### src/sv/sts_pkg.sv
// Shared types, widths and codes for the sorted timestamp table.
package sts_pkg;

  localparam int unsigned DEF_CAPACITY = 64;
  localparam int unsigned DEF_TAG_BITS = 16;

  localparam int unsigned STAMP_W  = 64;
  localparam int unsigned LABEL_W  = 16;
  localparam int unsigned RIDX_W   = 8;
  localparam int unsigned STATUS_W = 2;
  localparam int unsigned POS_W    = 6;
  localparam int unsigned COUNT_W  = 7;
  localparam int unsigned TOTAL_W  = 32;

  localparam int unsigned S_DATA_W = 88;
  localparam int unsigned M_DATA_W = 80;

  localparam logic ACT_INSERT = 1'b0;
  localparam logic ACT_REMOVE = 1'b1;

  localparam logic [STATUS_W-1:0] ST_INSERTED = 2'd0;
  localparam logic [STATUS_W-1:0] ST_REMOVED  = 2'd1;
  localparam logic [STATUS_W-1:0] ST_BAD_IDX  = 2'd2;
  localparam logic [STATUS_W-1:0] ST_FULL     = 2'd3;

  typedef struct packed {
    logic capture;
    logic insert;
    logic remove;
  } cell_ctrl_t;

endpackage

### src/sv/sts_cell.sv
// One table slot: holds a stamp and tag, compares and shifts with its neighbors.
module sts_cell
  import sts_pkg::*;
#(
  parameter int unsigned IDX      = 0,
  parameter int unsigned CAPACITY = DEF_CAPACITY,
  parameter int unsigned TAG_BITS = DEF_TAG_BITS,
  parameter int unsigned CNT_W    = $clog2(CAPACITY + 1)
) (
  input  logic                clk_i,
  input  logic                rst_ni,
  input  cell_ctrl_t          ctrl_i,
  input  logic [CNT_W-1:0]    fill_i,
  input  logic [RIDX_W-1:0]   rm_idx_i,
  input  logic [STAMP_W-1:0]  cmp_stamp_i,
  input  logic [STAMP_W-1:0]  new_stamp_i,
  input  logic [TAG_BITS-1:0] new_tag_i,
  input  logic                prev_lt_i,
  input  logic [STAMP_W-1:0]  prev_stamp_i,
  input  logic [TAG_BITS-1:0] prev_tag_i,
  input  logic [STAMP_W-1:0]  next_stamp_i,
  input  logic [TAG_BITS-1:0] next_tag_i,
  output logic                lt_o,
  output logic                sel_o,
  output logic [STAMP_W-1:0]  stamp_o,
  output logic [TAG_BITS-1:0] tag_o
);

  logic                lt_q, lt_d;
  logic [STAMP_W-1:0]  stamp_q, stamp_d;
  logic [TAG_BITS-1:0] tag_q, tag_d;
  logic                occupied;
  logic                pull_next;

  assign occupied  = 32'(IDX) < 32'(fill_i);
  assign pull_next = (32'(IDX) >= 32'(rm_idx_i)) && (IDX + 1 < CAPACITY);
  assign sel_o     = !lt_q && prev_lt_i;

  always_comb begin
    lt_d    = lt_q;
    stamp_d = stamp_q;
    tag_d   = tag_q;
    if (ctrl_i.capture) begin
      lt_d = occupied && ($signed(stamp_q) < $signed(cmp_stamp_i));
    end
    if (ctrl_i.insert && !lt_q) begin
      if (prev_lt_i) begin
        stamp_d = new_stamp_i;
        tag_d   = new_tag_i;
      end else begin
        stamp_d = prev_stamp_i;
        tag_d   = prev_tag_i;
      end
    end else if (ctrl_i.remove && pull_next) begin
      stamp_d = next_stamp_i;
      tag_d   = next_tag_i;
    end
  end

  always_ff @(posedge clk_i or negedge rst_ni) begin
    if (!rst_ni) begin
      lt_q <= 1'b0;
    end else begin
      lt_q <= lt_d;
    end
  end

  always_ff @(posedge clk_i) begin
    stamp_q <= stamp_d;
    tag_q   <= tag_d;
  end

  assign lt_o    = lt_q;
  assign stamp_o = stamp_q;
  assign tag_o   = tag_q;

endmodule

### config.mk
export PLATFORM = sky130hd
export DESIGN_NAME = sts_cell
export DESIGN_NICKNAME = d
export VERILOG_FILES = /design/src/sv/sts_pkg.sv /design/src/sv/sts_cell.sv
export SDC_FILE = /design/constraint.sdc
export NUM_CORES = 1
export LEC_CHECK = 0
export BUFFER_PORTS_ARGS = -buffer_cell sky130_fd_sc_hd__clkbuf_2
export CORE_AREA = 2 2 156 158
export CTS_CLUSTER_DIAMETER = 40
export DETAILED_ROUTE_END_ITERATION = 6
export DIE_AREA = 0 0 158 160
export PLACE_DENSITY = 0.56
export SLEW_MARGIN = 20
export SYNTH_ARGS = -nofsm -noshare
export SYNTH_HDL_FRONTEND = slang
export SYNTH_SLANG_ARGS = --single-unit
### constraint.sdc
create_clock -name clk_i -period 4.29 [get_ports clk_i]
set_input_delay 0.429 -clock clk_i [delete_from_list [all_inputs] [get_ports clk_i]]
set_output_delay 0.429 -clock clk_i [all_outputs]
set_load 0.1 [all_outputs]
==> flow_summary.json <==
{
  "cp_max_fo": 2,
  "synth-edff-count": 80,
  "core.rowCount": 57,
  "synthArstFlopShare": 0.0123,
  "criticalPathCategory": "register to register",
  "avgSynthCellArea_sq_um": 9.91,
  "worstSetupEndpointType": "register",
  "cts.repair.resized": 0,
  "areaGrowthSynthToFinish_pct": 47.3,
  "fill_cells": 2499,
  "detail_route.vias_per_cell": 4.25,
  "clockPowerShare": 0.197,
  "power_density_mw_per_mm2": 429,
  "layout.cells.non_filler": 1303,
  "grt_max_degree": 81,
  "cts_tree": "done",
  "synthFlopType": "edfxtp_1",
  "p_sw_frac": 0.486,
  "synth_top_area_share": 0.420,
  "clockBufferDepth": 2,
  "yosysMostFrequentCell": "nand2_1",
  "firstDrtPassIters": 4,
  "relSlewSlack": 0.478,
  "max_freq_ghz": 0.391,
  "synth-seq-cells": 81,
  "yosys.cell_types.count": 41,
  "vias": 5540,
  "yosys_warnings": 0,
  "slew_violations": 0,
  "post_dp_cell_area_sq_mm": 0.00815,
  "multiInputGateArea_sq_mm": 0.00297,
  "seq_power_share": 0.314,
  "status": "finished clean",
  "max-vdd-ir-drop_mv": 0.177,
  "drt_wl_total_um": 19400,
  "initial_utilization": 0.240,
  "core_sq_mm": 0.0238,
  "leakagePower_nw": 4.53,
  "cp.required_ns": 4.51,
  "avgRoutedWirePerCell_um": 14.9,
  "setup_viol": 0,
  "ff_latch_area_sq_mm": 0.00243,
  "fin_crit_ns": 2.56,
  "clock_latency_ns": 0.34,
  "dr.first_iter.drc_count": 155,
  "p_sw_w": 0.00175,
  "grt_use_total": 0.148,
  "grt_pass1_wl_um": 28200,
  "grt_overflow": 0,
  "syn-num-nets": 965,
  "min_period_over_period": 0.596,
  "ys_top_cells_by_area": "edfxtp_1 (42%), mux2i_1 (14%), ha_1 (14%)",
  "dieArea_sq_mm": 0.0253,
  "antenna_left": 0,
  "numCtsBuffers": 9,
  "maxCapViolCount": 0,
  "antenna_found_initial": 0,
  "drc": 0,
  "yosysTopAreaCell": "edfxtp_1",
  "antenna_cells": 0,
  "cts.clk_slew.worst_paths_ns": 0.07,
  "fp.dieW_um": 158,
  "tightest_slew_ns": 0.773,
  "die_height_um": 160,
  "rsz0062_at_grt": "false",
  "hold_viol": 0,
  "synthCells": 577,
  "final_nets": 1362,
  "cts_setup_buffers": 0,
  "internal-power_w": 0.00186,
  "place_congestion": 0.815,
  "dp.cells": 1286,
  "synth_common_cells": "nand2_1 (92), edfxtp_1 (80), mux2i_1 (80)",
  "pin_count": 407,
  "hold_path_class": "primary input to register",
  "startpoint_type": "register",
  "grt_pass1_vias": 5429,
  "port_buffers": 406,
  "worstPathArrival_ns": 2.78,
  "combPwrFrac": 0.489,
  "tns_ns": 0,
  "final.setup_skew_ns": 0.0116,
  "drive_gt1_frac": 0.443,
  "dp.final_hpwl_um": 16400,
  "final_cell_area_sq_mm": 0.00842,
  "netlist_area_sq_mm": 0.00572,
  "clock_sinks": 81,
  "yosysSeqAreaShare": 0.425,
  "cts-htree-levels": 3,
  "cts_root_buf": "clkbuf_16"
}
[critical path, stage by stage (launching register included)]
cell	delay, ns
edfxtp_1	0.41
ha_1	0.30
a21o_1	0.10
a21o_1	0.12
a21oi_1	0.11
o41ai_1	0.66
a31oi_1	0.27
o21a_1	0.23
o311ai_1	0.25
[layout make-up]
| class | instances | share of cell area |
|---|---|---|
| Clock inverter | 5 | 0.00386 |
| Timing Repair Buffer | 413 | 0.251 |
| Multi-Input combinational cell | 405 | 0.353 |
| Sequential cell | 81 | 0.288 |
| Clock buffer | 11 | 0.0276 |
| Inverter | 64 | 0.0285 |
| Tap cell | 324 | 0.0481 |
[stage by stage]
step	util	hold WS [ns]	setup slack [ns]	total power, W
2_1_floorplan	-	0.133	0.391	0.00249
4_1_cts	0.354	0.345	1.66	0.00368
5_1_grt	0.354	0.359	1.53	0.00382
3_3_place_gp	0.342	0.206	1.64	0.00293
3_5_place_dp	0.342	0.206	1.58	0.00294
6_report	0.354	0.366	1.73	0.00361
[state kept, by name, indices dropped and copies added, names as in the netlist]
register / flops
stamp_o: 64
tag_o: 16
lt_o: 1
[per-layer routing]
metal / share of wire / vias up / track usage
li1: - / 2876 / -
met1: 0.40 / 2417 / 0.165
met4: 0.0067 / 0 / 0.0287
met3: 0.082 / 5 / 0.0385
met5: 0 / - / 0
met2: 0.51 / 242 / 0.280
[cells in the final DEF, fill, tap and decap left out, types with 2 or more instances in the layout]
cell,count
nor2_1,6
a21o_1,8
a221oi_1,3
a211oi_1,2
edfxtp_1,80
nand2_1,92
o41ai_1,2
nand4_1,8
clkbuf_2,405
and3_1,2
o21a_1,2
inv_1,64
buf_4,5
ha_1,63
clkinv_2,2
a31oi_1,2
clkinvlp_4,3
and4_1,2
a21oi_1,20
clkbuf_16,9
nand2b_1,2
buf_12,2
o21ai_0,57
mux2i_1,80
nand3_1,5
o21ai_1,29
clkbuf_1,2
[cells by family after synthesis]
logic type,after synthesis,synth area share
buffers and inverters,91,0.0604
DFF,81,0.425
muxes,80,0.140
adders and majority gates,63,0.138
and+or+nand+nor,128,0.105
AOI/OAI and AO/OA,134,0.132
[power by group through the flow]
stage | sequential [W] | combinational, W | clock [W]
floorplan | 0.00203 | 0.000464 | 0
global placement | 0.00115 | 0.00177 | 0
detailed placement | 0.00116 | 0.00179 | 0
CTS | 0.00114 | 0.00179 | 0.000751
global route | 0.00115 | 0.00189 | 0.000777
finish | 0.00114 | 0.00176 | 0.000710
[final timing paths]
check,cells after the start,slack [ns],startpoint,endpoint
hold reg to reg,2,0.62,lt_o,lt_o
hold / removal,3,0.37,next_stamp_i[10],stamp_o[10]
min in group asynchronous,2,0.43,rst_ni,lt_o
setup / recovery,8,1.73,stamp_o[1],lt_o
max in group asynchronous,2,3.77,rst_ni,lt_o
setup reg to reg,8,1.73,stamp_o[1],lt_o
[what timing repair did]
item | in CTS | in global routing
hold endpoints to repair | 1 | 0
endpoints found under the setup margin | 0 | 0
hold buffers | 1 | 0
No activity file was read; power rests on OpenSTA's default activity.
