==> config.mk <==
export PLATFORM = sky130hd
export DESIGN_NAME = sts_encoder
export DESIGN_NICKNAME = d
export VERILOG_FILES = /design/src/sv/sts_pkg.sv /design/src/sv/sts_encoder.sv
export SDC_FILE = /design/constraint.sdc
export NUM_CORES = 1
export LEC_CHECK = 0
export BUFFER_PORTS_ARGS = -buffer_cell sky130_fd_sc_hd__buf_4
export CORE_MARGIN = 2
export CORE_UTILIZATION = 22
export DETAILED_ROUTE_END_ITERATION = 8
export PLACE_DENSITY = 0.82
export SYNTH_ARGS = -nofsm -noshare
export SYNTH_HDL_FRONTEND = slang
export SYNTH_SLANG_ARGS = --single-unit
==> constraint.sdc <==
create_clock -name vclk -period 1.3
set_input_delay 0.13 -clock vclk [all_inputs]
set_output_delay 0.13 -clock vclk [all_outputs]
set_load 0.02 [all_outputs]
==> src/sv/sts_pkg.sv <==
// Shared types, widths and codes for the sorted timestamp table.
package sts_pkg;

  localparam int unsigned DEF_CAPACITY = 64;
  localparam int unsigned DEF_TAG_BITS = 16;

  localparam int unsigned STAMP_W  = 64;
  localparam int unsigned LABEL_W  = 16;
  localparam int unsigned RIDX_W   = 8;
  localparam int unsigned STATUS_W = 2;
  localparam int unsigned POS_W    = 6;
  localparam int unsigned COUNT_W  = 7;
  localparam int unsigned TOTAL_W  = 32;

  localparam int unsigned S_DATA_W = 88;
  localparam int unsigned M_DATA_W = 80;

  localparam logic ACT_INSERT = 1'b0;
  localparam logic ACT_REMOVE = 1'b1;

  localparam logic [STATUS_W-1:0] ST_INSERTED = 2'd0;
  localparam logic [STATUS_W-1:0] ST_REMOVED  = 2'd1;
  localparam logic [STATUS_W-1:0] ST_BAD_IDX  = 2'd2;
  localparam logic [STATUS_W-1:0] ST_FULL     = 2'd3;

  typedef struct packed {
    logic capture;
    logic insert;
    logic remove;
  } cell_ctrl_t;

endpackage

==> src/sv/sts_encoder.sv <==
// One-hot to binary encoder for the insert slot.
module sts_encoder
  import sts_pkg::*;
#(
  parameter int unsigned N = DEF_CAPACITY,
  parameter int unsigned W = $clog2(N)
) (
  input  logic [N-1:0] onehot_i,
  output logic [W-1:0] index_o
);

  always_comb begin
    index_o = '0;
    for (int unsigned b = 0; b < W; b++) begin
      for (int unsigned i = 0; i < N; i++) begin
        if (((i >> b) & 1) == 1) begin
          index_o[b] = index_o[b] | onehot_i[i];
        end
      end
    end
  end

endmodule

==> flow_summary_export.csv, run 1 <==
group,metric,value,unit
timing,max_freq,620,MHz
die,core,1300,um^2
cells_and_area,final_nets,195,
routing,drc,0,
timing,setup_viol,6,
power,p_int,189,uW
setup_path,criticalPathCategory,"in -> out",
timing,min_period,1.61,ns
die,die_h,41.2,um
logic_synthesis,synth-seq-area-share,0,%
die,num_rows,13,
routing,drt_iter0_drc,47,
power,peakVddDrop,0.000182,V
timing,hold_violations,0,
cells_and_area,n_sequential_cell,0,
logic_synthesis,yosys-top-cells-area,"nor4_1, or4_1, nand3_1, nor3_1, nand4_1",
routing,totalWireLength,3.72,mm
cells_and_area,drive_above_1_share,83.7,%
grt,track_usage,33.4,%
cells_and_area,final-seq-area,0,um^2
setup_path,cp.required,1.17,ns
logic_synthesis,avgSynthCellArea,6.33,um^2
worst_hold_path,hp-class,"in -> out",
die,die_w,41.2,um
grt,grt_max_degree,4,
setup_path,cp-start-kind,"primary input",
routing,dr.pass1.iters,4,
logic_synthesis,synthesis.nets,112,
cells_and_area,syn_to_final_growth,308,%
status,status,"finished, violations left",
power,leakage,0.000492,uW
placed_design,place_congestion,0.869,
cells_and_area,fillCellCount,32,
logic_synthesis,synth.top_cells.by_count,"nor4_1, or4_1, nand3_1, nor2_1, nor3_1",
placed_design,port-buffer-count,69,
power,p_per_area,259,nW/um^2
timing,rsz0062_at_grt,"yes",
logic_synthesis,synth_cells,48,
power,p_comb_share,100.0,%
timing,slew_headroom,63.0,%
timing,fin_hold_ws,0.642,ns
timing,tns,-1.13,ns
worst_hold_path,hp-start,"onehot_i[50]",
setup_path,crit_path_start,"onehot_i[55]",
power,seqPwrFrac,0,%
timing,tightest_slew,0.551,ns
power,swShare,41.3,%
die,num_io_pins,70,
grt,grt_pass1_vias,859,
die,die-area,1700,um^2
timing,setup_slack,-0.312,ns
logic_synthesis,yosysWarnings,0,
logic_synthesis,synth_most_common_cell,"nor4_1",
clock_network,cts_hold_buf,0,
routing,drtAntennaViolNets,0,
timing,final_max_slew_viol_count,0,
logic_synthesis,synth_cell_type_count,12,
routing,viasPerCell,6.75,
setup_path,max_stage_delay,0.57,ns
routing,vias,972,
timing,period_share,124,%
logic_synthesis,yosysTopAreaCellShare,39.1,%
power,clkPwrFrac,0,%
setup_path,endpoint_kind,"primary output",
run,cap_violations,0,
logic_synthesis,synth_area,304,um^2
setup_path,worstPathCellList,"buf_8 -> or4_4 -> nor4_4 -> nand4_1 -> buf_4",
grt,grt_pass1_wl,3.70,mm
cells_and_area,multi_input_area,536,um^2
cells_and_area,clkbuf_count,0,
placed_design,hpwl,1.86,mm
cells_and_area,diodes,0,
setup_path,crit_slowest_cell,"or4_4",
status,violations,"setup timing",
grt,antenna_found_initial,0,
grt,overflow,0,
setup_path,critical_path_arrival,1.48,ns
setup_path,worst-path-max-fanout,2,
die,floorplan.initialDensity,23.4,%
logic_synthesis,yosysTopAreaCell,"nor4_1",
power,power_switching,133,uW
routing,wl_per_cell,25.8,um
-- layout make-up --
cell class                 instances  area share [%]
tap                               15            1.51
timing repair buffer              81            55.3
multi-input combinational         48            43.1
-- placed cells by master, fill, tap and decap left out, types with 2 or more instances in the layout --
master,n
nor2_1,2
or4_4,6
nor4_1,5
buf_6,17
nand4_1,3
buf_8,2
nor4_4,10
nand3_1,5
or3_4,2
nor4_2,4
buf_4,62
nor3_1,3
-- per-layer routing --
metal / wire, um / share of wire (%) / track usage [%]
met5: 0 / 0 / 0
met4: 312 / 8.4 / 14.5
met3: 404 / 11 / 3.80
met2: 1910 / 51 / 66.4
met1: 1090 / 29 / 33.9
-- power by group through the flow --
stage,clock (uW),sequential [uW],combinational (uW)
5_1_grt,0,0,338
2_1_floorplan,0,0,23.0
3_3_place_gp,0,0,214
6_report,0,0,322
4_1_cts,0,0,270
3_5_place_dp,0,0,219
-- cells by family after synthesis --
logic type / synth area share, %
and+or+nand+nor: 100
-- path summary, 6_finish.rpt --
kind          to  slack (ns)  depth (start not counted)
max   index_o[0]       -0.31                          5
min   index_o[4]        0.64                          4
-- repair_timing --
| item | in CTS | in global routing |
|---|---|---|
| gates resized for setup | 34 | 19 |
| gates cloned | 0 | 0 |
| pin swaps | 14 | 12 |
| setup buffers | 1 | 0 |
| endpoints found under the setup margin | 6 | 6 |
-- worst max-delay path, delay by kind of cell --
| family | cells | cell delay (ns) |
|---|---|---|
| and+or+nand+nor | 3 | 1.03 |
| buffers and inverters | 2 | 0.31 |
-- through the flow --
stage	instance area [um^2]	util, %	std cells	total power, uW	worst slack (ns)
floorplan	328	-	48	23.0	-0.0155
global placement	955	73.4	144	215	-0.249
detailed placement	955	73.4	144	219	-0.252
CTS	1140	87.4	144	270	-0.235
global route	1240	95.4	144	338	-0.287
finish	1240	95.4	144	322	-0.312
(Power assumes the default switching activity.)
==> run 2: changes to the inputs <==
ABC_AREA = 1   (was not set)
CORE_UTILIZATION = 35   (was 22)
PLACE_DENSITY = 0.81   (was 0.82)
==> run 2 against run 1 <==
The flow now finishes without violations. Sequential share of layout area unchanged. Maximum frequency is 54% higher. Global-route usage shrank 17 points. Count of clock-buffer cells in the layout unchanged. Cell area is 3.1% higher. Die area is 45% higher. First-iteration DRC count is 74% lower. Via count rose by 14%. Combinational power shrank 18%. Worst hold slack better by 0.033 ns. Non-clock buffer count fell by 12. Setup slack better by 0.57 ns. Critical endpoint is now index_o[4]. Largest cell class unchanged. Largest power group unchanged.
==> flow_summary_export.csv, run 2 <==
group,metric,value,unit
status,status,"finished, final reports clean",
power,p_comb_share,100.0,%
power,seqPwrFrac,0,%
logic_synthesis,synthesis.nets,254,
logic_synthesis,yosys.area_share.simple,69.1,%
logic_synthesis,synth_fa_ha_area_share,0,%
power,swShare,40.0,%
logic_synthesis,synth_compound_gate_area_share,0,%
logic_synthesis,avgSynthCellArea,3.83,um^2
timing,tightest_slew,0.168,ns
grt,antenna_found_initial,0,
routing,drc,0,
logic_synthesis,synth_mux_area_share,0,%
logic_synthesis,synth_cell_type_count,8,
setup_path,cp-start-kind,"primary input",
power,p_int,158,uW
cells_and_area,multi_input_area,503,um^2
routing,drtAntennaViolNets,0,
logic_synthesis,synth_cells,190,
setup_path,critical_path_arrival,0.92,ns
grt,grt_max_degree,4,
timing,tns,0,ns
routing,totalWireLength,2.07,mm
die,core,1960,um^2
power,leakage,0.000816,uW
timing,hold_violations,0,
clock_network,cts_resized,0,
cells_and_area,fillCellCount,220,
logic_synthesis,yosysTopAreaCell,"nand2_1",
timing,slew_headroom,88.7,%
cells_and_area,syn_to_final_growth,75.8,%
routing,drt_iter0_drc,12,
timing,rsz0062_at_grt,"no",
power,p_per_area,206,nW/um^2
power,clkPwrFrac,0,%
logic_synthesis,synth_top_family_by_area,"simple AND/OR/NAND/NOR gates",
die,die_w,49.6,um
grt,grt_pass1_vias,962,
placed_design,port-buffer-count,69,
cells_and_area,clkbuf_count,0,
grt,overflow,0,
logic_synthesis,yosys-top-cells-area,"nand2_1, inv_1, nor2_1, inv_2, nor2_2",
logic_synthesis,synth-seq-area-share,0,%
logic_synthesis,synth.top_cells.by_count,"nand2_1, inv_1, nor2_1, inv_2, nor2_2",
cells_and_area,drive_above_1_share,30.5,%
die,floorplan.initialDensity,37.1,%
routing,wl_per_cell,7.23,um
die,num_io_pins,70,
setup_path,cp.required,1.17,ns
cells_and_area,fin_util,65.2,%
run,cap_violations,0,
timing,fin_hold_ws,0.675,ns
logic_synthesis,synth-xor-area-share,0,%
cells_and_area,final-seq-area,0,um^2
timing,setup_viol,0,
placed_design,hpwl,1.97,mm
cells_and_area,final_common_cell,"nand2_1",
power,power_switching,106,uW
timing,final_max_slew_viol_count,0,
logic_synthesis,yosysWarnings,0,
logic_synthesis,yosysTopAreaCellShare,39.7,%
cells_and_area,n_sequential_cell,0,
logic_synthesis,synth_area,728,um^2
timing,period_share,80.4,%
routing,viasPerCell,3.88,
grt,grt_pass1_wl,3.50,mm
placed_design,place_congestion,0.735,
timing,min_period,1.05,ns
cells_and_area,layout_common_cells,"nand2_1, buf_4, inv_1, nor2_1, inv_2",
logic_synthesis,synth_most_common_cell,"nand2_1",
die,num_rows,16,
clock_network,cts_hold_buf,0,
power,peakVddDrop,0.000117,V
timing,max_freq,956,MHz
setup_path,endpoint_kind,"primary output",
routing,vias,1109,
setup_path,criticalPathCategory,"in -> out",
grt,track_usage,16.9,%
cells_and_area,final_nets,325,
die,die-area,2460,um^2
worst_hold_path,hp-class,"in -> out",
cells_and_area,diodes,0,
setup_path,worst-path-max-fanout,2,
routing,dr.pass1.iters,4,
clock_network,cts_setup_buffers,0,
die,die_h,49.6,um
## run 2: cell count changes after synthesis, sizes merged, moves of 5 or more
cell,change
inv,+60
nand2,+78
nand3,-5
nor2,+46
nor4,-19
or4,-7
## run 2: final cells by class
cell class | instances | area share, %
Timing Repair Buffer | 69 | 40.5
Multi-Input combinational cell | 130 | 39.3
Tap cell | 27 | 2.64
Inverter | 60 | 17.6
## run 2: power groups by stage
stage	clock network, uW	logic [uW]	registers [uW]
global route	0	301	0
global placement	0	264	0
finish	0	264	0
floorplan	0	104	0
detailed placement	0	266	0
CTS	0	267	0
## run 2: critical path, stage by stage
cell and delay, ns:
buf_4 0.10, inv_1 0.06, nand2_1 0.05, nor2_1 0.15, nand2_1 0.08, nor2_1 0.12, nand2_1 0.07, buf_4 0.16
## run 2: through the flow
stage	setup WS, ns	std cells	total power (uW)	cell area (um^2)
CTS	0.244	286	267	1280
finish	0.254	286	264	1280
global route	0.133	286	301	1280
floorplan	0.472	190	104	728
detailed placement	0.251	286	266	1280
global placement	0.260	286	264	1280
## run 2: worst paths after layout
check / slack, ns / to / cells after the start / startpoint
worst max-delay path: 0.25 / index_o[4] / 8 / onehot_i[59]
worst min-delay path: 0.67 / index_o[4] / 6 / onehot_i[53]
## run 2: per-layer routing
layer | wire [um] | vias up | share of wire (%) | GRT usage [%]
met3 | 207 | 0 | 10 | 3.03
met1 | 868 | 418 | 42 | 21.6
li1 | - | 651 | - | -
met2 | 993 | 40 | 48 | 30.9
met4 | 0 | 0 | 0 | 0
met5 | 0 | - | 0 | 0
## run 2: kinds of logic (layout without fill, tap and decap cells)
family	Yosys count	count (layout)
buffers and inverters	60	129
AND/OR/NAND/NOR	130	130
==> run 3: changes to the inputs <==
ABC_AREA = 0   (was 1)
CORE_UTILIZATION = 22   (was 35)
PLACE_DENSITY = 0.82   (was 0.81)
clock period = 0.9 ns   (was 1.3 ns; I/O delays follow)
==> run 3 against run 2 <==
The run now fails in global routing. Area after synthesis decreased by 58%. Synthesized cell count down 75%.
==> flow_summary_export.csv, run 3 <==
group,metric,value,unit
logic_synthesis,synth_compound_gate_area_share,0,%
logic_synthesis,synth.top_cells.by_count,"nor4_1, or4_1, nand3_1, nor2_1, nor3_1",
status,error,"[ERROR GRT-0232] Routing congestion too high. Check the congestion heatmap in the GUI.",
logic_synthesis,yosys.area_share.simple,100,%
logic_synthesis,yosysWarnings,0,
placed_design,hpwl,2.11,mm
die,num_rows,13,
logic_synthesis,synth-seq-area-share,0,%
logic_synthesis,synth-xor-area-share,0,%
status,status,"aborted with a tool error",
timing,worstEndpointGrtRepair,"index_o[0]",
logic_synthesis,synth_cell_type_count,12,
logic_synthesis,synth_fa_ha_area_share,0,%
grt,grt_max_degree,4,
logic_synthesis,synthesis.nets,112,
logic_synthesis,avgSynthCellArea,6.33,um^2
grt,overflow,5,
clock_network,cts_hold_buf,0,
die,die_h,41.2,um
die,floorplan.initialDensity,23.4,%
logic_synthesis,synth_mux_area_share,0,%
die,num_io_pins,70,
logic_synthesis,synth_most_common_cell,"nor4_1",
die,die_w,41.2,um
logic_synthesis,yosysTopAreaCell,"nor4_1",
logic_synthesis,yosys-top-cells-area,"nor4_1, or4_1, nand3_1, nor3_1, nand4_1",
logic_synthesis,synth_top_family_by_area,"simple AND/OR/NAND/NOR gates",
status,stop_stage,"global routing",
timing,worst-ep-kind,"output port",
logic_synthesis,yosysTopAreaCellShare,39.1,%
logic_synthesis,synth_area,304,um^2
placed_design,pre_cts_slack,-0.624,ns
placed_design,port-buffer-count,69,
grt,track_usage,68.1,%
logic_synthesis,synth_cells,48,
placed_design,place_congestion,0.927,
==> run 3: changes by cell type after synthesis, moves of 2 or more <==
cell	change
inv_1	-54
nand4_1	+2
or4_1	+6
nor2_2	-3
nor3_1	+4
nand3_1	+5
nor4_1	+19
nand2_1	-77
nor2_1	-43
or3_1	+2
inv_2	-6
==> run 3: routing by layer <==
layer / GRT overflow / track usage (%)
met5: 0 / 12.5
met3: 0 / 46.2
met1: 0 / 62.5
met2: 3 / 89.1
met4: 2 / 82.3
==> run 3: repair_timing <==
action | 4_1_cts
setup endpoints to repair | 6
resized for setup | 29
hold endpoints to repair | 0
pin swaps | 16
setup buffers | 3
==> run 3: per-stage QoR <==
stage / area [um^2] / std cells
after floorplan: 427 / 48
after CTS: 1200 / 145
after detailed placement: 1040 / 142
after global placement: 1040 / 142
==> run 3: cells by family after synthesis <==
| group | Yosys count |
|---|---|
| AND/OR/NAND/NOR | 48 |
==> run 4: changes to the inputs <==
CORE_AREA = 2 2 63 65   (was not set)
CORE_MARGIN = not set   (was 2)
CORE_UTILIZATION = not set   (was 22)
DIE_AREA = 0 0 65 67   (was not set)
PLACE_DENSITY = not set   (was 0.82)
PLACE_DENSITY_LB_ADDON = 0.15   (was not set)
clock period = 1.2 ns   (was 0.9 ns; I/O delays follow)
==> run 4 against run 3 <==
The flow now finishes, with violations (setup timing).
==> flow_summary_export.csv, run 4 (same netlist as run 1, synthesis figures left out) <==
group,metric,value,unit
timing,period_share,126,%
routing,wl_per_cell,14.7,um
routing,drt_iter0_drc,13,
placed_design,placed_cells,185,
power,clkPwrFrac,0,%
cells_and_area,drive_above_1_share,86.0,%
die,floorplan.initialDensity,8.43,%
cells_and_area,diodes,0,
routing,drtAntennaViolNets,0,
power,leakage,0.000548,uW
setup_path,critPathTopFamily,"simple AND/OR/NAND/NOR gates",
setup_path,cp-start-kind,"primary input",
grt,antenna_found_initial,0,
grt,grt_max_degree,4,
timing,final_max_slew_viol_count,0,
timing,hold_violations,0,
timing,setup_viol,6,
setup_path,cp_num_buf_inv,2,
power,power_switching,129,uW
grt,overflow,0,
status,violations,"setup timing",
cells_and_area,layout_common_cells,"buf_4, buf_6, nor4_4, or4_4, nor4_1",
placed_design,port-buffer-count,69,
timing,max_freq,661,MHz
grt,grt_pass1_wl,4.30,mm
setup_path,critical_path_arrival,1.39,ns
power,p_per_area,253,nW/um^2
placed_design,pre_cts_slack,-0.406,ns
die,core,3610,um^2
cells_and_area,n_sequential_cell,0,
routing,dr.pass1.iters,2,
power,p_comb_share,100.0,%
grt,grt_pass1_vias,888,
cells_and_area,final_common_cell,"buf_4",
power,p_int,223,uW
timing,setup_slack,-0.312,ns
routing,totalWireLength,2.71,mm
timing,rsz0062_at_grt,"yes",
setup_path,crit_end,"index_o[2]",
timing,slew_headroom,70.3,%
setup_path,worst-path-max-fanout,2,
setup_path,cp.depth,4,
routing,viasPerCell,4.35,
die,die-area,4360,um^2
setup_path,criticalPathCategory,"in -> out",
setup_path,max_stage_delay,0.54,ns
clock_network,cts_setup_buffers,0,
setup_path,crit_path_start,"onehot_i[5]",
setup_path,cp.required,1.08,ns
die,die_h,67,um
routing,vias,801,
setup_path,worstPathCellList,"buf_6 -> or4_4 -> or4_4 -> buf_6",
cells_and_area,fillCellCount,378,
timing,min_period,1.51,ns
cells_and_area,final_nets,202,
grt,track_usage,12.5,%
timing,tightest_slew,0.442,ns
power,swShare,36.7,%
die,num_io_pins,70,
power,peakVddDrop,0.0000793,V
cells_and_area,final-seq-area,0,um^2
cells_and_area,clkbuf_count,0,
cells_and_area,syn_to_final_growth,358,%
status,status,"finished, violations left",
setup_path,endpoint_kind,"primary output",
worst_hold_path,hp-class,"in -> out",
cells_and_area,layoutNonFillerInstCount,184,
routing,drc,0,
placed_design,place_congestion,0.710,
power,seqPwrFrac,0,%
placed_design,hpwl,2.31,mm
setup_path,crit_slowest_cell,"or4_4",
die,num_rows,22,
run,cap_violations,0,
die,die_w,65,um
run 4: stage by stage:
stage	setup TNS, ns	hold WS [ns]	utilization [%]	cell area (um^2)	total power (uW)
after floorplan	-0.215	0.378	-	342	25.9
after global placement	-1.97	0.560	29.7	1070	260
after detailed placement	-1.99	0.568	29.7	1070	262
after CTS	-1.36	0.555	35.5	1280	324
after global routing	-1.48	0.588	38.6	1390	376
final	-1.20	0.556	38.6	1390	352
run 4: area by class of cell:
type	count	area, um^2	area share (%)
multi-input combinational	48	562	40.4
tap	48	60.1	4.32
timing repair buffer	88	769	55.3
run 4: metal layers:
layer / up-vias / wire length, um / track usage (%)
met2: 37 / 1410 / 24.4
met4: 0 / 0 / 0
li1: 403 / - / -
met5: - / 0 / 0
met1: 361 / 1100 / 15.6
met3: 0 / 199 / 1.18
run 4: power by group through the flow:
stage | clock network, uW | registers (uW) | logic, uW
floorplan | 0 | 0 | 25.9
global placement | 0 | 0 | 260
detailed placement | 0 | 0 | 262
CTS | 0 | 0 | 324
global route | 0 | 0 | 376
finish | 0 | 0 | 352
run 4: repair_timing:
action	CTS	global route
endpoints found under the hold margin	0	0
gates resized for setup	41	21
endpoints found under the setup margin	6	6
hold buffers	0	0
cloned	0	0
pin swaps	17	8
run 4: worst min path at each step:
stage,startpoint,to,slack [ns],cells past startpoint
floorplan,onehot_i[51],index_o[5],0.38,2
global placement,onehot_i[33],index_o[5],0.56,4
detailed placement,onehot_i[33],index_o[5],0.57,4
CTS,onehot_i[33],index_o[5],0.55,4
global route,onehot_i[33],index_o[5],0.59,4
finish,onehot_i[33],index_o[5],0.56,4
